<file path="config.mk">
export PLATFORM = sky130hd
export DESIGN_NAME = hte_ctrl
export DESIGN_NICKNAME = d
export VERILOG_FILES = /design/src/hdl/hte_pkg.sv /design/src/hdl/hte_ctrl.sv
export SDC_FILE = /design/constraint.sdc
export NUM_CORES = 1
export LEC_CHECK = 0
export BUFFER_PORTS_ARGS = -buffer_cell sky130_fd_sc_hd__buf_2
export CAP_MARGIN = 15
export CORE_AREA = 2 2 39 41
export CTS_CLUSTER_SIZE = 20
export DETAILED_ROUTE_END_ITERATION = 10
export DIE_AREA = 0 0 41 43
export MAX_ROUTING_LAYER = met4
export PLACE_DENSITY = 0.74
export SYNTH_ARGS = -nofsm -noshare
export SYNTH_HDL_FRONTEND = slang
export SYNTH_SLANG_ARGS = --single-unit
</file>
<file path="constraint.sdc">
create_clock -name clk -period 1.8 [get_ports clk]
set_input_delay 0.18 -clock clk [delete_from_list [all_inputs] [get_ports clk]]
set_output_delay 0.18 -clock clk [all_outputs]
set_load 0.03 [all_outputs]
</file>
<file path="src/hdl/hte_pkg.sv">
`timescale 1ns / 1ps

package hte_pkg;

  localparam int FAST_BITS_DEF    = 8;
  localparam int MAX_LENGTH_DEF   = 32;
  localparam int SYMBOL_COUNT_DEF = 512;

  localparam int SYM_W    = 9;
  localparam int CLEN_W   = 5;
  localparam int WIN_W    = 32;
  localparam int LINK_W   = 10;
  localparam int LLEN_W   = 6;

  localparam logic [LINK_W-1:0] END_MARK = 10'h3FF;

  typedef enum logic [1:0] {
    K_CLEAR  = 2'd0,
    K_ADD    = 2'd1,
    K_BUILD  = 2'd2,
    K_DECODE = 2'd3
  } kind_t;

  localparam logic RK_DECODE = 1'b0;
  localparam logic RK_BUILD  = 1'b1;

  typedef struct packed {
    kind_t             kind;
    logic [SYM_W-1:0]  symbol_in;
    logic [CLEN_W-1:0] code_length_in;
    logic [WIN_W-1:0]  bit_window;
  } in_item_t;

  typedef struct packed {
    logic              result_kind;
    logic [SYM_W-1:0]  symbol_out;
    logic [CLEN_W-1:0] consumed_bits;
    logic              empty_tree;
    logic              bad_code;
  } out_item_t;

  typedef enum logic [3:0] {
    S_IDLE,
    S_CLR,
    S_LEN,
    S_NODE,
    S_FILL,
    S_LINK,
    S_LEND,
    S_DFAST,
    S_DLIM,
    S_DSORT,
    S_RES
  } state_t;

  typedef enum logic [2:0] {
    RS_NONE,
    RS_BUILD,
    RS_FAST,
    RS_SORTED,
    RS_BAD
  } res_sel_t;

  typedef struct packed {
    logic     ready;
    logic     take;
    logic     clr_step;
    logic     len_start;
    logic     node_step;
    logic     fill_step;
    logic     link_load;
    logic     len_end;
    logic     lim_check;
    logic     load_out;
    res_sel_t res_sel;
  } cmd_t;

  typedef struct packed {
    logic  in_valid;
    kind_t kind;
    logic  empty;
    logic  clr_last;
    logic  node_ok;
    logic  fill_go;
    logic  fill_last;
    logic  len_last;
    logic  fast_hit;
    logic  lim_end;
    logic  lim_ge;
    logic  lim_ok;
    logic  out_free;
  } stat_t;

endpackage

</file>
<file path="src/hdl/hte_ctrl.sv">
`timescale 1ns / 1ps

module hte_ctrl (
  input  logic          clk,
  input  logic          rst,
  input  hte_pkg::stat_t st,
  output hte_pkg::cmd_t  cmd
);
  import hte_pkg::*;

  state_t state, state_next;

  always_ff @(posedge clk) begin
    if (rst) begin
      state <= S_IDLE;
    end else begin
      state <= state_next;
    end
  end

  always_comb begin
    state_next = state;
    unique case (state)
      S_IDLE: begin
        if (st.in_valid) begin
          unique case (st.kind) inside
            K_CLEAR, K_ADD: state_next = S_IDLE;
            K_BUILD:        state_next = S_CLR;
            K_DECODE:       state_next = st.empty ? S_RES : S_DFAST;
            default:        state_next = S_IDLE;
          endcase
        end
      end
      S_CLR:   if (st.clr_last) state_next = S_LEN;
      S_LEN:   state_next = S_NODE;
      S_NODE: begin
        if (!st.node_ok)     state_next = S_LEND;
        else if (st.fill_go) state_next = S_FILL;
        else                 state_next = S_LINK;
      end
      S_FILL:  if (st.fill_last) state_next = S_LINK;
      S_LINK:  state_next = S_NODE;
      S_LEND:  state_next = st.len_last ? S_RES : S_LEN;
      S_DFAST: state_next = st.fast_hit ? S_RES : S_DLIM;
      S_DLIM: begin
        if (st.lim_end)     state_next = S_RES;
        else if (st.lim_ge) state_next = st.lim_ok ? S_DSORT : S_RES;
      end
      S_DSORT: state_next = S_RES;
      S_RES:   if (st.out_free) state_next = S_IDLE;
      default: state_next = S_IDLE;
    endcase
  end

  always_comb begin
    cmd = '0;
    cmd.res_sel = RS_NONE;
    unique case (state)
      S_IDLE: begin
        cmd.ready = 1'b1;
        cmd.take  = st.in_valid;
        if (st.in_valid && st.kind == K_DECODE && st.empty) cmd.res_sel = RS_BAD;
      end
      S_CLR:   cmd.clr_step  = 1'b1;
      S_LEN:   cmd.len_start = 1'b1;
      S_NODE:  cmd.node_step = st.node_ok;
      S_FILL:  cmd.fill_step = 1'b1;
      S_LINK:  cmd.link_load = 1'b1;
      S_LEND: begin
        cmd.len_end = 1'b1;
        if (st.len_last) cmd.res_sel = RS_BUILD;
      end
      S_DFAST: if (st.fast_hit) cmd.res_sel = RS_FAST;
      S_DLIM: begin
        // a matching entry whose offset underflows posts the failure directly
        cmd.lim_check = !st.lim_end && (!st.lim_ge || st.lim_ok);
        if (st.lim_end || (st.lim_ge && !st.lim_ok)) cmd.res_sel = RS_BAD;
      end
      S_DSORT: cmd.res_sel  = RS_SORTED;
      S_RES:   cmd.load_out = st.out_free;
      default: cmd = '0;
    endcase
  end

endmodule

</file>
==> results of run 1 <==
## worst register-to-register path, delay by kind of cell, from the launching register on
family,cells,cell delay [ns]
mux,1,0.36
buf+inv,1,0.25
flops,1,0.40
compound gates,3,0.47
## logic make-up after synthesis
| kind of cell | Yosys count | synth area share |
|---|---|---|
| buffers and inverters | 10 | 0.0949 |
| and+or+nand+nor | 39 | 0.438 |
| DFF | 4 | 0.148 |
| AOI/OAI and AO/OA | 19 | 0.280 |
| muxes | 2 | 0.0394 |
## placed cells by master (no fill, tap or decap), types with 3 or more instances in the layout
cell / Yosys / layout
buf_2: 2 / 26
buf_4: 1 / 6
clkbuf_4: 0 / 5
inv_1: 4 / 4
nand2_1: 4 / 4
nand2b_1: 3 / 3
nor2_1: 9 / 9
nor2b_1: 3 / 3
nor3_1: 6 / 4
o31ai_1: 3 / 3
## through the flow
step                setup WS [ns]  instances
finish                     0.0552        121
global route             -0.00890        121
CTS                        0.0223        121
detailed placement          0.171        118
global placement            0.244        118
floorplan                  -0.193         74
## per-layer routing
layer  GRT usage  wire (µm)
met2       0.269        712
met1       0.242        668
met4       0.153         31
met3      0.0209        102
met5           -          0
## worst paths after layout
check                                      startpoint                     to  slack (ns)  cells past startpoint
worst max-delay path            state[1]$_SDFFE_PP0P_                 cmd[1]        0.06                      3
worst min-delay path                              rst  state[2]$_SDFFE_PP0P_        0.17                      2
worst max register to register  state[0]$_SDFFE_PP0P_  state[1]$_SDFFE_PP0P_        0.21                      5
worst min register to register  state[2]$_SDFFE_PP0P_  state[2]$_SDFFE_PP0P_        0.76                      4
## repair_timing
action                                 4_1_cts  5_1_grt
setup endpoints to repair                    2        3
gates resized for setup                      2        6
pin swaps                                    0        0
endpoints found under the hold margin        0        0
setup buffers                                0        0
## power groups by stage
stage          clock network, W  registers, W  logic [W]
3_3_place_gp                  0      0.000131   0.000390
6_report               0.000118      0.000141   0.000404
5_1_grt                0.000132      0.000143   0.000442
3_5_place_dp                  0      0.000132   0.000391
2_1_floorplan                 0      0.000115   0.000297
4_1_cts                0.000123      0.000137   0.000401
## synth_stat cells, types with 2 or more instances
cell type  count
nor3_1         6
o31ai_1        3
nor2b_1        3
o211a_1        2
inv_1          4
buf_2          2
dfxtp_1        4
nor2_1         9
nand2b_1       3
clkbuf_1       2
o21a_1         2
nand2_1        4
## area by class of cell
type	instances	area, µm²
clock buffers	3	22.5
fillers	124	616
inverters	4	15.0
multi-input cells	60	434
flip-flops and latches	4	86.3
well taps	16	20.0
repair buffers	34	190
==> impl_metrics.csv, run 1 <==
group,metric,value,unit
status,run_status,"finished clean",
critical_path,cp_slowest_cell,"or3b_2",
logic_synthesis,synth_area_leaders,"dfxtp_1 15%, nor2_1 6.3%, nor3_1 5.6%",
logic_synthesis,ys.flop_type,"dfxtp_1",
pwr,total_leakage_power,0.378,nW
route,drt_iter0_drc,13,
logic_synthesis,syn-cell-area,541,µm²
global_routing,antenna_found_initial,0,
floorplan,start_util,0.391,
clock_tree,cts_tree,"built",
place,numPortBuffers,28,
finish,post-route-cell-area,768,µm²
sta,whs,0.168,ns
sta,finalClockSkew,0.00842,ns
logic_synthesis,synthesis.nets,90,
sta,setup_viol,0,
floorplan,row_count,14,
pwr,switching_share,0.463,
sta,drv_slew,0,
pwr,power,0.000663,W
route,wl_per_cell,12.5,µm
clock_tree,clock_path_buffers,2,
global_routing,grt_overflow,0,
place,gp_congestion,0.833,
clock_tree,h-tree-depth,1,
critical_path,slowest_delay,0.51,ns
route,first_pass_iters,4,
place,dp_hpwl,1190,µm
route,drcViolationCount,0,
place,dpl-instance-area,719,µm²
clock_tree,cts_root_buf,"clkbuf_4",
pwr,power_frac_comb,0.610,
floorplan,die_height,43,µm
floorplan,io_pins,29,
logic_synthesis,avgSynthCellArea,7.30,µm²
critical_path,cp.buffers_inverters,1,
logic_synthesis,ys_ff_latch,4,
critical_path,crit_path_start_kind,"register",
critical_path,path_cells,"or3b_2, a21boi_1, clkbuf_4",
finish,largestRegisters,"state x4",
logic_synthesis,synthCells,74,
pwr,power_switching,0.000307,W
floorplan,dieWidth,41,µm
critical_path,worstSetupEndpointType,"primary output",
pwr,powerDensity,863,nW/µm²
critical_path,critPathMaxFanout,13,
route,ant_nets,0,
floorplan,core,1380,µm²
route,vias,679,
sta,hold_violations,0,
pwr,p_seq_frac,0.213,
global_routing,grt_max_degree,16,
logic_synthesis,synth-seq-area-share,0.148,
critical_path,required,1.62,ns
pwr,internal_power,0.000356,W
clock_tree,holdBufCountCts,0,
finish,antenna_cells,0,
sta,slew-limit-headroom,0.783,
clock_tree,cts_sinks,4,
logic_synthesis,async_flop_share,0,
sta,finalCritPeriodShare,0.969,
global_routing,grt_first_pass_wirelength,2220,µm
finish,nNetsFinal,123,
sta,fin_setup_tns,0,ns
logic_synthesis,ys_warn_count,0,
critical_path,cp_top_family,"simple AND/OR/NAND/NOR gates",
sta,worstMarginPinSlew,0.323,ns
sta,fmax,0.573,GHz
route,vias_per_cell,5.61,
critical_path,arrival,1.56,ns
critical_path,critPathKind,"reg -> out",
sta,layout_min_cycle_time,1.74,ns
clock_tree,clk_pin_slew,0.04,ns
route,wl,1520,µm
logic_synthesis,synth_edf_count,0,
pwr,irDropWorstVdd,0.000403,V
global_routing,grtUsageTotal,0.194,
logic_synthesis,synth.largest_area_cell,"dfxtp_1",
floorplan,design.die.area,1760,µm²
logic_synthesis,synth_cell_types,42,
pwr,clock_power_share,0.177,
finish,drive_gt1_frac,0.457,
finish,syn2layout_area_growth,42.1,%
hold_path,hold_class,"in -> reg",
finish,regMostFlops,"state",
finish,postLayoutCoreUtil,0.555,
logic_synthesis,synth_top_area_frac,0.148,
clock_tree,clock_latency,0.25,ns
run,drv_cap,0,
global_routing,grt_pass1_vias,554,
clock_tree,cts_made_buffers,3,
finish,largest_reg_flops,4,
Power figures use the tool's default switching activity.
==> run 2: changes to the inputs <==
--- a/config.mk
+++ b/config.mk
@@ -13,2 +13,3 @@
 export DIE_AREA = 0 0 41 43
+export HOLD_SLACK_MARGIN = 0.05
 export MAX_ROUTING_LAYER = met4
--- a/constraint.sdc
+++ b/constraint.sdc
@@ -3,2 +3,2 @@
 set_output_delay 0.18 -clock clk [all_outputs]
-set_load 0.03 [all_outputs]
+set_load 0.1 [all_outputs]
==> impl_metrics.csv, run 2 (same netlist as run 1, synthesis figures left out) <==
group,metric,value,unit
status,run_status,"finished clean",
route,ant_nets,0,
clock_tree,cts_made_buffers,3,
place,gp_congestion,0.801,
pwr,irDropWorstVdd,0.000540,V
route,wl,1640,µm
finish,largest_reg_flops,4,
place,dpl-instance-area,1000,µm²
finish,nNetsFinal,122,
place,dp_slack,0.116,ns
global_routing,grtUsageTotal,0.218,
sta,finalCritPeriodShare,0.961,
route,vias_per_cell,5.86,
critical_path,rr_worst_depth,4,
floorplan,die_height,43,µm
clock_tree,clock_latency,0.24,ns
clock_tree,h-tree-depth,1,
route,drcViolationCount,0,
run,drv_cap,0,
sta,drv_slew,0,
critical_path,arrival,1.55,ns
place,dp_hpwl,1320,µm
clock_tree,holdBufCountCts,0,
finish,post-route-cell-area,1030,µm²
finish,drive_gt1_frac,0.567,
place,numPortBuffers,28,
sta,finalClockSkew,0.00660,ns
floorplan,core,1380,µm²
hold_path,hold_class,"in -> reg",
global_routing,grt_overflow,0,
sta,rsz0062_at_grt,"false",
route,wl_per_cell,13.7,µm
finish,antenna_cells,0,
clock_tree,cts_sinks,4,
sta,fin_setup_tns,0,ns
critical_path,critPathMaxFanout,14,
critical_path,worstSetupEndpointType,"primary output",
sta,layout_min_cycle_time,1.73,ns
sta,whs,0.165,ns
floorplan,start_util,0.391,
global_routing,antenna_found_initial,0,
finish,final_cell_mix,"15 x buf_2, 13 x buf_12, 5 x nor2_1, 5 x buf_4",
route,vias,703,
global_routing,grt_pass1_vias,604,
sta,worstMarginPinSlew,0.460,ns
critical_path,required,1.62,ns
critical_path,critPathKind,"reg -> out",
floorplan,design.die.area,1760,µm²
sta,setup_viol,0,
finish,largestRegisters,"state x4",
sta,layout_setup_ws,0.0694,ns
critical_path,crit_path_start_kind,"register",
floorplan,row_count,14,
floorplan,dieWidth,41,µm
pwr,powerDensity,990,nW/µm²
clock_tree,cts_root_buf,"clkbuf_4",
route,first_pass_iters,4,
hold_path,hold_depth,2,
global_routing,grt_first_pass_wirelength,2580,µm
finish,syn2layout_area_growth,91.4,%
global_routing,grt_max_degree,15,
clock_tree,clock_path_buffers,2,
pwr,total_leakage_power,0.427,nW
sta,hold_violations,0,
finish,regMostFlops,"state",
finish,layout_commonest_cell,"buf_2",
sta,fmax,0.578,GHz
clock_tree,clk_pin_slew,0.04,ns
critical_path,r2r_setup_slack,0.22,ns
floorplan,io_pins,29,
sta,slew-limit-headroom,0.689,
route,drt_iter0_drc,22,
clock_tree,cts_tree,"built",
run 2: area by class of cell:
cell class | instances | area [µm²]
repair buffers | 33 | 373
clock buffers | 3 | 22.5
well taps | 16 | 20.0
fillers | 102 | 349
inverters | 4 | 15.0
flip-flops and latches | 4 | 85.1
multi-input cells | 60 | 519
run 2: critical path, stage by stage, from the launching register on:
cell	delay, ns
dfxtp_2	0.40
or3b_2	0.51
a21boi_4	0.19
buf_12	0.19
run 2: final timing paths:
check / to / from
worst max-delay path: cmd[1] / state[2]$_SDFFE_PP0P_
worst min-delay path: state[2]$_SDFFE_PP0P_ / rst
worst max register to register: state[1]$_SDFFE_PP0P_ / state[2]$_SDFFE_PP0P_
worst min register to register: state[0]$_SDFFE_PP0P_ / state[2]$_SDFFE_PP0P_
run 2: routing by layer:
metal | vias up | global-route usage | wire length, µm
met1 | 338 | 0.252 | 658
met3 | 2 | 0.0314 | 70
li1 | 340 | - | -
met4 | 0 | 0.0800 | 15
met2 | 23 | 0.363 | 897
met5 | - | - | 0
run 2: through the flow:
| stage | total power (W) | util | instances |
|---|---|---|---|
| 4_1_cts | 0.00102 | 0.747 | 120 |
| 3_5_place_dp | 0.000905 | 0.726 | 117 |
| 2_1_floorplan | 0.000664 | - | 74 |
| 5_1_grt | 0.00107 | 0.748 | 120 |
| 6_report | 0.00102 | 0.748 | 120 |
| 3_3_place_gp | 0.000893 | 0.726 | 117 |
run 2: timing repair:
item	CTS	global route
buffers inserted	0	0
setup endpoints to repair	6	2
resized for setup	4	1
run 2: power by group:
group          internal, W  switching (W)  total (W)  leakage (nW)
clock            0.0000747      0.0000398   0.000115        0.0138
sequential        0.000107      0.0000375   0.000144        0.0344
combinational     0.000301       0.000464   0.000765         0.379
==> run 3: changes to the inputs <==
- ABC_AREA: default -> 1
- PLACE_DENSITY: 0.74 -> 0.69
==> impl_metrics.csv, run 3 <==
group,metric,value,unit
logic_synthesis,synth_top_area_frac,0.236,
sta,setup_viol,0,
finish,fin_cells,146,
floorplan,design.die.area,1760,µm²
floorplan,start_util,0.345,
clock_tree,h-tree-depth,1,
global_routing,grt_pass1_vias,657,
logic_synthesis,synth_edf_count,0,
logic_synthesis,synth_compound_area_frac,0.0654,
logic_synthesis,synthSimpleGateAreaFrac,0.618,
finish,fillCellCount,155,
sta,fmax,0.594,GHz
finish,layout_commonest_cell,"nand2_1",
finish,nNetsFinal,148,
critical_path,worstSetupEndpointType,"primary output",
finish,drive_gt1_frac,0.377,
logic_synthesis,synth_cell_types,14,
global_routing,antenna_found_initial,0,
floorplan,row_count,14,
sta,rsz0062_at_grt,"false",
logic_synthesis,ys_warn_count,0,
route,vias_per_cell,4.84,
floorplan,die_height,43,µm
critical_path,critPathMaxFanout,4,
global_routing,globalRouteMet3Util,0.0157,
finish,antenna_cells,0,
route,wl,1510,µm
finish,regMostFlops,"state",
logic_synthesis,yosysMostFrequentCell,"nand2_1",
finish,post-route-cell-area,795,µm²
critical_path,cp_common_cell,"nand2_1",
global_routing,use_met2,0.328,
sta,finalCritPeriodShare,0.935,
floorplan,core,1380,µm²
route,first_pass_iters,4,
clock_tree,clock_latency,0.24,ns
sta,hold_violations,0,
floorplan,dieWidth,41,µm
finish,largestRegisters,"state x4",
critical_path,arrival,1.50,ns
clock_tree,clk_pin_slew,0.04,ns
logic_synthesis,async_flop_share,0,
hold_path,hold_class,"in -> reg",
logic_synthesis,synth.largest_area_cell,"nand2_1",
status,run_status,"finished clean",
logic_synthesis,synth-seq-area-share,0.168,
logic_synthesis,ys.flop_type,"dfxtp_1",
critical_path,slowest_delay,0.41,ns
logic_synthesis,synthesis.nets,115,
place,gp_congestion,0.961,
logic_synthesis,muxShareOfSynthArea,0,
pwr,powerDensity,1800,nW/µm²
global_routing,grtUsageTotal,0.209,
logic_synthesis,ys_ff_latch,4,
sta,fin_setup_tns,0,ns
pwr,irDropWorstVdd,0.000926,V
sta,finalClockSkew,0.00442,ns
critical_path,cp_top_family,"simple AND/OR/NAND/NOR gates",
floorplan,io_pins,29,
route,wl_per_cell,10.3,µm
sta,drv_slew,0,
logic_synthesis,synth_area_leaders,"nand2_1 24%, nor2_1 19%, dfxtp_1 17%",
global_routing,grt_overflow,0,
route,ant_nets,0,
critical_path,cp.buffers_inverters,2,
global_routing,grt_first_pass_wirelength,2540,µm
logic_synthesis,synthTopCellsByCount,"30 x nand2_1, 24 x nor2_1, 18 x inv_1",
clock_tree,cts_root_buf,"clkbuf_4",
pwr,total_leakage_power,0.454,nW
critical_path,r2r_setup_slack,0.35,ns
critical_path,cp_slowest_cell,"dfxtp_1",
finish,final_cell_mix,"28 x nand2_1, 22 x buf_2, 17 x inv_1, 17 x nor2_1, 8 x nand3_1",
place,placed_cells,143,
finish,syn2layout_area_growth,66.2,%
route,drcViolationCount,0,
place,dpl-instance-area,759,µm²
place,dp_hpwl,1330,µm
place,numPortBuffers,28,
clock_tree,cts_tree,"built",
clock_tree,clock_path_buffers,2,
global_routing,grt_max_degree,6,
critical_path,crit_path_start_kind,"register",
sta,layout_min_cycle_time,1.68,ns
critical_path,required,1.62,ns
logic_synthesis,syn-cell-area,478,µm²
global_routing,gr-max-usage-layer,"met2",
clock_tree,cts_sinks,4,
sta,slew-limit-headroom,0.679,
route,vias,706,
logic_synthesis,synthAdderAreaFrac,0,
logic_synthesis,synth_xor_area_frac,0,
sta,worstMarginPinSlew,0.484,ns
route,drt_iter0_drc,21,
finish,multi_input_area,404,µm²
logic_synthesis,synthCells,99,
place,dp_slack,0.277,ns
finish,seq_area,80.1,µm²
clock_tree,cts_made_buffers,3,
logic_synthesis,avgSynthCellArea,4.83,µm²
run,drv_cap,0,
critical_path,path_cells,"inv_1, nor2_1, nand2_1, nand2_1, buf_12",
global_routing,grt_util_met1,0.278,
critical_path,critPathKind,"reg -> out",
logic_synthesis,synth_top_family_by_area,"simple AND/OR/NAND/NOR gates",
finish,largest_reg_flops,4,
sta,layout_setup_ws,0.117,ns
clock_tree,postCtsSetupRepairBufs,0,
pwr,power,0.00143,W
[run 3: changes by cell type in the layout (fill, tap and decap cells not counted), sizes merged, moves of 7 or more]
cell,before,now
buf,33,25
inv,4,18
nand2,4,32
nand3,1,8
nor2,9,26
[run 3: worst reg2reg max path: stages, from the launching register on]
cell	delay (ns)
dfxtp_1	0.41
inv_1	0.09
nor2_1	0.19
nand2_1	0.19
nand2_1	0.18
nor2_1	0.06
nand2_1	0.06
nand2_1	0.05
a21oi_1	0.13
[run 3: cells by family after synthesis]
kind of cell	Yosys count
buf+inv	19
flops	4
compound gates	6
simple gates	70
[run 3: power breakdown]
| part | internal [W] | total (W) | leakage [nW] | switching [W] |
|---|---|---|---|---|
| sequential | 0.000119 | 0.000163 | 0.0326 | 0.0000441 |
| clock | 0.0000746 | 0.000111 | 0.0138 | 0.0000363 |
| combinational | 0.000243 | 0.00116 | 0.407 | 0.000915 |
[run 3: through the flow]
step | hold slack, ns | utilization
after floorplan | 0.249 | -
after global placement | 0.387 | 0.549
after detailed placement | 0.402 | 0.549
after CTS | 0.152 | 0.565
after global routing | 0.167 | 0.574
final | 0.153 | 0.574
[run 3: cell type report]
type | instances | area share
repair buffers | 28 | 0.243
inverters | 19 | 0.0945
flip-flops and latches | 4 | 0.101
clock buffers | 3 | 0.0283
well taps | 16 | 0.0252
multi-input cells | 76 | 0.509
[run 3: repair_timing]
item	4_1_cts	5_1_grt
resized for setup	0	5
hold buffers	0	0
setup endpoints to repair	0	6
[run 3: path summary, 6_finish.rpt]
check / from / end / cells after the start
max: state[0]$_SDFFE_PP0P_ / cmd[1] / 5
min: rst / state[0]$_SDFFE_PP0P_ / 2
max reg2reg: state[0]$_SDFFE_PP0P_ / state[1]$_SDFFE_PP0P_ / 8
min reg2reg: state[0]$_SDFFE_PP0P_ / state[1]$_SDFFE_PP0P_ / 3
[run 3: routing by layer]
layer / vias up / wire length (µm)
met5: - / 0
met4: 0 / 19
met3: 2 / 81
met2: 24 / 750
met1: 315 / 657
li1: 365 / -
